File: src/rtl/isqs_pkg.sv
package isqs_pkg;

   localparam int unsigned DATA_W   = 32;
   localparam int unsigned ACTION_W = 3;
   localparam int unsigned STATUS_W = 2;

   typedef enum logic [ACTION_W-1:0] {
      ACT_INSERT_FRONT = 3'd0,
      ACT_INSERT_BACK  = 3'd1,
      ACT_INSERT_AT    = 3'd2,
      ACT_REMOVE_FRONT = 3'd3,
      ACT_REMOVE_BACK  = 3'd4,
      ACT_REMOVE_AT    = 3'd5,
      ACT_READ_AT      = 3'd6
   } action_type;

   typedef enum logic [STATUS_W-1:0] {
      ST_OK   = 2'd0,
      ST_BAD  = 2'd1,
      ST_FULL = 2'd2
   } status_type;

   typedef enum logic [1:0] {
      KIND_INSERT = 2'd0,
      KIND_REMOVE = 2'd1,
      KIND_READ   = 2'd2
   } kind_type;

   typedef enum logic [4:0] {
      S_IDLE  = 5'b00001,
      S_SCAN  = 5'b00010,
      S_DRAIN = 5'b00100,
      S_PUT   = 5'b01000,
      S_DONE  = 5'b10000
   } state_type;

endpackage

File: src/rtl/isqs_ram.sv
module isqs_ram #(
   parameter int unsigned WIDTH = 32,
   parameter int unsigned DEPTH = 64
) (
   input  logic                     clock,
   input  logic                     wr_en,
   input  logic [$clog2(DEPTH)-1:0] wr_addr,
   input  logic [WIDTH-1:0]         wr_data,
   input  logic                     rd_en,
   input  logic [$clog2(DEPTH)-1:0] rd_addr,
   output logic [WIDTH-1:0]         rd_data
);

   logic [WIDTH-1:0] mem [DEPTH];

   always_ff @(posedge clock) begin
      if (wr_en) begin
         mem[wr_addr] <= wr_data;
      end
      if (rd_en) begin
         rd_data <= mem[rd_addr];
      end
   end

endmodule

File: src/rtl/indexed_sequence_store_top.sv
// Ordered store of up to DEPTH signed 32-bit values in one synchronous RAM.
// Request channel (req_*): action, value, position; a beat is taken when
// req_valid is high and req_stall is low. Response channel (rsp_*): status,
// result_value and fill_count, one beat per request, taken when rsp_valid
// is high and rsp_stall is low.
// Steps per request, n = entries held, p = position:
//   any rejected request: straight to the response
//   insert at p = n (insert at the back, or any insert into an empty store): put only
//   insert at p < n: words n-1 down to p moved up, one RAM word per cycle, then put
//   remove at p: word p taken as result, words above it moved down, one RAM word per cycle
//   read at p: word p read and taken as result
// The single write port and the registered RAM read set the shift rate of one
// entry per cycle. One request is worked on at a time; the next is taken as
// soon as the previous one sits in the response register, even if that
// response is stalled. A stalled response holds its payload and delays the
// completion of the following request until it is taken.
// Reset empties the store at once: no clearing pass, RAM content untouched.
module indexed_sequence_store_top
   import isqs_pkg::*;
#(
   parameter int unsigned DEPTH = 64
) (
   input  logic                                 clock,
   input  logic                                 reset,
   input  logic                                 req_valid,
   output logic                                 req_stall,
   input  logic [ACTION_W-1:0]                  req_action,
   input  logic signed [DATA_W-1:0]             req_value,
   input  logic [$clog2(DEPTH+1)-1:0]           req_position,
   output logic                                 rsp_valid,
   input  logic                                 rsp_stall,
   output logic [STATUS_W-1:0]                  rsp_status,
   output logic signed [DATA_W-1:0]             rsp_result_value,
   output logic [$clog2(DEPTH+1)-1:0]           rsp_fill_count
);

   localparam int unsigned AW = $clog2(DEPTH);
   localparam int unsigned CW = $clog2(DEPTH + 1);

   state_type         state_ff, state_in;
   kind_type          kind_ff, kind_in;
   status_type        status_ff, status_in;
   logic [CW-1:0]     count_ff, count_in;
   logic [AW-1:0]     idx_ff, idx_in;
   logic [AW-1:0]     end_ff, end_in;
   logic [AW-1:0]     pos_ff, pos_in;
   logic [DATA_W-1:0] val_ff, val_in;
   logic [DATA_W-1:0] result_ff, result_in;
   logic              rd_valid_ff, rd_valid_in;
   logic [AW-1:0]     rd_addr_ff, rd_addr_in;

   logic              rsp_valid_ff, rsp_valid_in;
   status_type        rsp_status_ff, rsp_status_in;
   logic [DATA_W-1:0] rsp_value_ff, rsp_value_in;
   logic [CW-1:0]     rsp_count_ff, rsp_count_in;

   logic              mem_we;
   logic [AW-1:0]     mem_waddr;
   logic [DATA_W-1:0] mem_wdata;
   logic              mem_re;
   logic [AW-1:0]     mem_raddr;
   logic [DATA_W-1:0] mem_rdata;

   logic [CW-1:0]     eff_pos;
   logic              rsp_free;

   isqs_ram #(
      .WIDTH (DATA_W),
      .DEPTH (DEPTH)
   ) u_ram (
      .clock   (clock),
      .wr_en   (mem_we),
      .wr_addr (mem_waddr),
      .wr_data (mem_wdata),
      .rd_en   (mem_re),
      .rd_addr (mem_raddr),
      .rd_data (mem_rdata)
   );

   assign rsp_free = !rsp_valid_ff || !rsp_stall;

   always_comb begin
      state_in      = state_ff;
      kind_in       = kind_ff;
      status_in     = status_ff;
      count_in      = count_ff;
      idx_in        = idx_ff;
      end_in        = end_ff;
      pos_in        = pos_ff;
      val_in        = val_ff;
      result_in     = result_ff;
      rd_valid_in   = 1'b0;
      rd_addr_in    = rd_addr_ff;
      rsp_valid_in  = rsp_valid_ff && rsp_stall;
      rsp_status_in = rsp_status_ff;
      rsp_value_in  = rsp_value_ff;
      rsp_count_in  = rsp_count_ff;
      mem_we        = 1'b0;
      mem_waddr     = rd_addr_ff;
      mem_wdata     = mem_rdata;
      mem_re        = 1'b0;
      mem_raddr     = idx_ff;
      eff_pos       = req_position;

      // move the word read last cycle, or capture it as the result
      if (rd_valid_ff) begin
         if (kind_ff == KIND_INSERT) begin
            mem_we    = 1'b1;
            mem_waddr = AW'(rd_addr_ff + AW'(1));
         end else if (rd_addr_ff == pos_ff) begin
            result_in = mem_rdata;
         end else begin
            mem_we    = 1'b1;
            mem_waddr = AW'(rd_addr_ff - AW'(1));
         end
      end

      unique case (state_ff)
         S_IDLE: begin
            if (req_valid) begin
               result_in = '0;
               val_in    = $unsigned(req_value);
               state_in  = S_DONE;
               status_in = ST_BAD;
               kind_in   = KIND_READ;
               unique case (req_action)
                  ACT_INSERT_FRONT: eff_pos = '0;
                  ACT_INSERT_BACK:  eff_pos = count_ff;
                  ACT_REMOVE_FRONT: eff_pos = '0;
                  ACT_REMOVE_BACK:  eff_pos = CW'(count_ff - CW'(1));
                  default:          eff_pos = req_position;
               endcase
               pos_in = AW'(eff_pos);
               unique case (req_action)
                  ACT_INSERT_FRONT, ACT_INSERT_BACK, ACT_INSERT_AT: begin
                     kind_in = KIND_INSERT;
                     if (eff_pos > count_ff) begin
                        status_in = ST_BAD;
                     end else if (count_ff == CW'(DEPTH)) begin
                        status_in = ST_FULL;
                     end else begin
                        status_in = ST_OK;
                        idx_in    = AW'(count_ff - CW'(1));
                        end_in    = AW'(eff_pos);
                        state_in  = (eff_pos == count_ff) ? S_PUT : S_SCAN;
                     end
                  end
                  ACT_REMOVE_FRONT, ACT_REMOVE_BACK, ACT_REMOVE_AT: begin
                     kind_in = KIND_REMOVE;
                     if (count_ff != '0 && eff_pos < count_ff) begin
                        status_in = ST_OK;
                        idx_in    = AW'(eff_pos);
                        end_in    = AW'(count_ff - CW'(1));
                        state_in  = S_SCAN;
                     end
                  end
                  ACT_READ_AT: begin
                     kind_in = KIND_READ;
                     if (eff_pos < count_ff) begin
                        status_in = ST_OK;
                        idx_in    = AW'(eff_pos);
                        end_in    = AW'(eff_pos);
                        state_in  = S_SCAN;
                     end
                  end
                  default: begin
                     status_in = ST_BAD;
                  end
               endcase
            end
         end
         S_SCAN: begin
            mem_re      = 1'b1;
            mem_raddr   = idx_ff;
            rd_valid_in = 1'b1;
            rd_addr_in  = idx_ff;
            if (idx_ff == end_ff) begin
               state_in = S_DRAIN;
            end else if (kind_ff == KIND_INSERT) begin
               idx_in = AW'(idx_ff - AW'(1));
            end else begin
               idx_in = AW'(idx_ff + AW'(1));
            end
         end
         S_DRAIN: begin
            state_in = (kind_ff == KIND_INSERT) ? S_PUT : S_DONE;
         end
         S_PUT: begin
            mem_we    = 1'b1;
            mem_waddr = pos_ff;
            mem_wdata = val_ff;
            state_in  = S_DONE;
         end
         S_DONE: begin
            if (rsp_free) begin
               if (status_ff == ST_OK && kind_ff == KIND_INSERT) begin
                  count_in = CW'(count_ff + CW'(1));
               end else if (status_ff == ST_OK && kind_ff == KIND_REMOVE) begin
                  count_in = CW'(count_ff - CW'(1));
               end
               rsp_valid_in  = 1'b1;
               rsp_status_in = status_ff;
               rsp_value_in  = (status_ff == ST_OK) ? result_ff : '0;
               rsp_count_in  = count_in;
               state_in      = S_IDLE;
            end
         end
         default: begin
            state_in = S_IDLE;
         end
      endcase
   end

   always_ff @(posedge clock) begin
      if (reset) begin
         state_ff     <= S_IDLE;
         count_ff     <= '0;
         rd_valid_ff  <= 1'b0;
         rsp_valid_ff <= 1'b0;
      end else begin
         state_ff     <= state_in;
         count_ff     <= count_in;
         rd_valid_ff  <= rd_valid_in;
         rsp_valid_ff <= rsp_valid_in;
      end
   end

   always_ff @(posedge clock) begin
      kind_ff       <= kind_in;
      status_ff     <= status_in;
      idx_ff        <= idx_in;
      end_ff        <= end_in;
      pos_ff        <= pos_in;
      val_ff        <= val_in;
      result_ff     <= result_in;
      rd_addr_ff    <= rd_addr_in;
      rsp_status_ff <= rsp_status_in;
      rsp_value_ff  <= rsp_value_in;
      rsp_count_ff  <= rsp_count_in;
   end

   assign req_stall        = (state_ff != S_IDLE);
   assign rsp_valid        = rsp_valid_ff;
   assign rsp_status       = rsp_status_ff;
   assign rsp_result_value = $signed(rsp_value_ff);
   assign rsp_fill_count   = rsp_count_ff;

endmodule

File: config.mk
export PLATFORM = sky130hd
export DESIGN_NAME = indexed_sequence_store_top
export DESIGN_NICKNAME = d
export VERILOG_FILES = /design/src/rtl/isqs_pkg.sv /design/src/rtl/isqs_ram.sv /design/src/rtl/indexed_sequence_store_top.sv
export SDC_FILE = /design/constraint.sdc
export NUM_CORES = 2
export LEC_CHECK = 0
export BUFFER_PORTS_ARGS = -buffer_cell sky130_fd_sc_hd__buf_4
export CAP_MARGIN = 20
export CELL_PAD_IN_SITES_DETAIL_PLACEMENT = 1
export CELL_PAD_IN_SITES_GLOBAL_PLACEMENT = 1
export CORE_MARGIN = 2
export CORE_UTILIZATION = 30
export CTS_CLUSTER_DIAMETER = 200
export DETAILED_ROUTE_END_ITERATION = 8
export PLACE_DENSITY_LB_ADDON = 0.1
export SLEW_MARGIN = 20
export SYNTH_ARGS = -nofsm -noshare
export SYNTH_HDL_FRONTEND = slang
export SYNTH_SLANG_ARGS = --single-unit
File: constraint.sdc
create_clock -name clock -period 5.1 [get_ports clock]
set_clock_uncertainty 0.1 [all_clocks]
set_input_delay 0.765 -clock clock [delete_from_list [all_inputs] [get_ports clock]]
set_output_delay 0.765 -clock clock [all_outputs]
set_load 0.05 [all_outputs]
After elaboration in Yosys (flattened, before gate mapping)
Memory sizes are Yosys's and may differ from the RTL's. A register that Yosys moved wholly into a read port is not among the register bits.
Index checks and enable logic that the tools add are counted.
{"block": "totals", "ff_bits": 147, "ramBits": 2048, "inputBits": 46, "out_inout_bits": 43, "wordCells": 129, "mem_count": 1}
{"block": "classes", "add_sub_neg": 6, "n_lt_le_gt_ge": 2, "eq_ne": 30, "mux": 54, "reduce_logical": 21}
{"memory": "u_ram.mem", "depth": 64, "width": 32, "rd": 1, "rd_clocked_by_memory_dff": 1, "wr": 1, "line_no": "isqs_ram.sv:14", "source": "logic [WIDTH-1:0] mem [DEPTH];"}
{"operator": "2-to-1 mux 32 bit", "count": 6}
{"operator": "2-to-1 mux 6 bit", "count": 14}
{"operator": "2-to-1 mux 5 bit", "count": 8}
{"operator": "case mux 6 bit (3 select lines)", "count": 2}
{"operator": "2-to-1 mux 7 bit", "count": 4}
{"operator": "case mux 5 bit (5 select lines)", "count": 1}
{"operator": "case mux 7 bit (3 select lines)", "count": 1}
{"operator": "!= test 2 bit, second input constant", "count": 8}
{"operator": "case mux 5 bit (3 select lines)", "count": 1}
{"operator": "adder 6 x 1 -> 6 bit, second input constant", "count": 2}
{"operator": "equality test 6 bit", "count": 2}
{"operator": "!= test 3 bit, second input constant", "count": 4}
{"operator": "case mux 6 bit (2 select lines)", "count": 1}
{"operator": "subtractor 6 x 1 -> 6 bit, second input constant", "count": 2}
{"operator": "2-to-1 mux 1 bit", "count": 11}
{"operator": "equality test 3 bit, second input constant", "count": 3}
{"operator": "AND reduction 8 bit", "count": 1}
{"operator": "adder 7 x 1 -> 7 bit, second input constant", "count": 1}
{"operator": "equality test 7 bit", "count": 1}
{"operator": "equality test 7 bit, second input constant", "count": 1}
{"operator": "greater-than comparator 7 bit", "count": 1}
{"operator": "< comparator 7 bit", "count": 1}
{"operator": "AND reduction 7 bit", "count": 1}
{"operator": "nonzero test 7 bit", "count": 1}
{"operator": "26 further kinds", "count": 35}

Logic depth before layout (Yosys ltp)
{"block": "depth", "depth_word": 12, "mapped_depth": 15}

Hierarchy
A second synthesis with hierarchy kept.
{"block": "hier_totals", "hier_cells": 4268, "hier_area_um2": 86451.7}
{"mod": "isqs_ram", "n_inst": 1, "cells_per_inst": 3572, "area_each_um2": 79206.0}
{"mod": "indexed_sequence_store_top", "n_inst": 1, "cells_per_inst": 696, "area_each_um2": 7245.7}

Least setup slack after synthesis
OpenSTA, ideal clock, no wires.
{"block": "synth_timing", "path_kind": "reg-to-reg", "from": "reg rd_addr_ff[0]", "to": "mem u_ram.mem[38][0], enable pin", "t_arrival_ns": 4.276, "t_required_ns": 4.539, "path_slack_ns": 0.263, "path_stages_with_launch": 9, "n_path_buf": 1, "synth_period_minus_slack_ns": 4.837, "cell_sequence": "edfxtp_1 > buf_2 > inv_1 > ha_1 > or3_1 > mux2_2 > a31oi_2 > o21ai_1 > nor3_1"}
{"block": "synth_between", "elab_chain_len": 7}
{"element": "start, declared", "line_no": "indexed_sequence_store_top.sv:50", "source": "logic [AW-1:0] rd_addr_ff, rd_addr_in;"}
{"element": "start signal, assigned", "line_no": "indexed_sequence_store_top.sv:236", "source": "rd_addr_ff <= rd_addr_in;"}
{"element": "branches (longest 7 deep; another with subtractor 6 x 1 -> 6 bit)"}
{"element": "end, declared", "line_no": "isqs_ram.sv:14"}
Parallel ways; which one is timed is not known.

Worst setup path after layout
{"block": "layout_timing", "from": "reg count_ff[0]", "to": "reg idx_ff[4], enable pin"}
{"block": "layout_between", "elab_chain_len": 8}
{"element": "start, declared", "line_no": "indexed_sequence_store_top.sv:43", "source": "logic [CW-1:0] count_ff, count_in;"}
{"element": "start signal, assigned", "line_no": "indexed_sequence_store_top.sv:222", "source": "count_ff <= count_in;"}
{"element": "subtractor 7 x 1 -> 7 bit", "line_no": "indexed_sequence_store_top.sv:130", "source": "ACT_REMOVE_BACK: eff_pos = CW'(count_ff - CW'(1));"}
{"element": "case mux 7 bit (3 select lines)", "line_no": "indexed_sequence_store_top.sv:126", "source": "unique case (req_action)"}
{"element": "2-to-1 mux 7 bit", "line_no": "indexed_sequence_store_top.sv:120", "source": "if (req_valid) begin"}
{"element": "2-to-1 mux 7 bit", "line_no": "indexed_sequence_store_top.sv:118", "source": "unique case (state_ff)"}
{"element": "< comparator 7 bit", "line_no": "indexed_sequence_store_top.sv:150, indexed_sequence_store_top.sv:159"}
{"element": "logical AND 1 bit", "line_no": "indexed_sequence_store_top.sv:150", "source": "if (count_ff != '0 && eff_pos < count_ff) begin"}
{"element": "!= test 3 bit (no line)"}
{"element": "AND reduction 8 bit (no line) *"}
{"element": "end signal, assigned", "line_no": "indexed_sequence_store_top.sv:231", "source": "idx_ff <= idx_in;"}
{"element": "end, declared", "line_no": "indexed_sequence_store_top.sv:44", "source": "logic [AW-1:0] idx_ff, idx_in;"}
Mark *: on every way between the ends. The rest lies on a longest branch, timed or not. The select of a mux whose other input is x is not followed.
A chain may end at the register's enable or synchronous reset.

==> reports/metrics.cfg <==
[status]
outcome=completed

[synth]
synth_top_cell_area_share=0.7611
synth_seq_cells=2227
yosysSeqAreaShare=0.7718
synth_area_leader_cell=edfxtp_1
yosysMostFrequentCell=edfxtp_1
synth_fp_nets=3924
synthCells=3861
ys.flop_type=edfxtp_1
synth_edf_count=2181
synth_warnings=0
synth.distinct_cells=67
synth_area_leaders=edfxtp_1 76%, mux4_2 16%, dfxtp_1 1.1%
synthTopCellsByCount=2181 x edfxtp_1, 620 x mux4_2, 209 x nand2_1, 112 x clkbuf_1, 78 x nor3_1
async_reset_ff_frac=0
synth_area_sq_um=86050
syn_avg_cell_area_sq_um=22.29

[clock_tree]
cts_buffers=246
cts_resized=0
clk_latency_ps=900
ctsRootBufferMaster=clkbuf_16
clk_transition_reported_paths_ps=60
htree_levels=4
cts_hold_buf=32
clock-sinks=2227
cts_tree=yes
cts_setup_buffers=0
clk_path_buf_depth=4

[sta]
slew_viol_final=0
rsz0062_at_grt=no
min_period_ps=4383
relSlewSlack=0.2669
timing.fmax_ghz=0.2281
post-route-period-util=0.8595
hold_viol_final=0
setup_violations=0
tns_ps=0
worst_pin_slew_ps=1092

[global_route]
antenna_found_initial=7
gr-total-overflow=0
grt_pass1_wl_microns=370100
gr-usage-all-layers=0.1818
grt_max_degree=83
grt_pass1_vias=43890

[route]
vias_per_cell=5.040
wl_per_cell_microns=32.61
ant_nets=0
drc=0
wl_microns=265900
dr.first_iter.drc_count=3159
dr.pass1.iters=7
vias=41090

[setup_path]
cpPeakStageDelay_ps=560
crit_path_start=count_ff[0]
critPathTopFamily=compound AO/OA/AOI/OAI gates
rr_startpoint=count_ff[0]
crit_chain=inv_1 > ha_1 > nor3b_1 > xnor2_1 > o21ai_0 > a222oi_1 > inv_1 > ha_1 > and3_1 > a221o_1 > nor2b_1 > a21oi_1 > o31ai_1 > buf_4
start_kind=register
worstPathArrival_ps=4900
crit_fanout=11
crit_type=register to register
cp.buffers_inverters=3
endpoint_kind=register
crit_required_ps=5620
crit_slowest_cell=dfxtp_1

[die]
rows=196
dieArea_sq_um=291100
die_w_microns=539.6
die_h_microns=539.6
start_util=0.3017
core_area_sq_um=285200
ios=89

[layout]
fin_area_sq_um=100900
nNetsFinal=4252
n_fill_cell=27380
drive_gt1_frac=0.3051
multi_input_comb_area_sq_um=19090
fin_util=0.3537
synthToLayoutAreaGrowth_pct=17.24
ff_latch_area_sq_um=66410

[power_and_ir_drop]
totalPowerFinal_mw=40.57
p_per_area_nw_per_um2=402.1
max-vdd-ir-drop_mv=0.2912
p_leak_nw=31.26

[placed_design]
port_buffers=88
placed_area_sq_um=92840
dpl.hpwl_microns=140700
gp_congestion=0.7630

[min_path]
hold_class=primary input to register
hp-start=reset

[flow_run]
max_cap_viol_count=0

-- worst paths after layout --
check                                      to  cells after the start  slack, ps
worst max-delay path                idx_ff[4]                     14        720
worst min-delay path              count_ff[1]                      2         90
worst max register to register      idx_ff[4]                     14        720
worst min register to register  result_ff[31]                      2        350
-- routing by layer --
layer	part of all wire	up-vias	GRT usage	routed length, microns
met2	0.50	734	0.3067	132300
li1	-	16960	-	-
met5	0.00016	-	0	42
met3	0.031	302	0.02068	8210
met4	0.020	6	0.04302	5379
met1	0.45	23090	0.2509	119900
-- cells by family after synthesis --
kind of cell,count (synthesis),synth area share
DFF,2227,0.7718
muxes,671,0.1683
and+or+nand+nor,454,0.02480
buffers and inverters,241,0.01226
AOI/OAI and AO/OA,215,0.01668
xor gates and xnor gates,36,0.003664
adders and majority gates,17,0.002559
-- through the flow --
stage / hold slack, ps / std cells / setup slack [ps]
floorplan: 324.4 / 3861 / 263.3
global placement: 341.1 / 7670 / 879.9
detailed placement: 344.3 / 7670 / 753.0
CTS: 13.02 / 8150 / 735.4
global route: 63.66 / 8152 / 413.5
finish: 94.12 / 8153 / 716.5
-- state kept, by name, indices dropped and copies added, names as in the netlist, 7 cells and up --
name              flops
u_ram.mem          2048
result_ff            32
rsp_result_value     32
u_ram.rd_data        32
val_ff               32
count_ff              7
rsp_fill_count        7
-- power by group --
part,switching (mW),internal (mW)
registers,0.123,20.1
clock network,7.30,9.94
logic,1.84,1.28
-- layout make-up --
cell class	count	share of cell area
Inverter	27	0.001029
Sequential cell	2227	0.6583
Clock buffer	318	0.06491
Clock inverter	130	0.01120
Timing Repair Buffer	294	0.02862
Multi-Input combinational cell	1393	0.1892
Antenna cell	2	0.00004961
Tap cell	3762	0.04666
-- cells in the final DEF (no fill, tap or decap), drive strengths merged, types with 22 or more instances in the layout --
master,instances
edfxtp,2181
buf,262
a21oi,56
clkinv,103
inv,28
o21ai,26
clkbuf,318
dfxtp,46
dlygate4sd3,32
o22ai,22
nor2,51
mux2i,47
nor3,85
xnor2,29
a22oi,56
mux4,620
and2,37
nand2,209
Power figures use the tool's default switching activity.
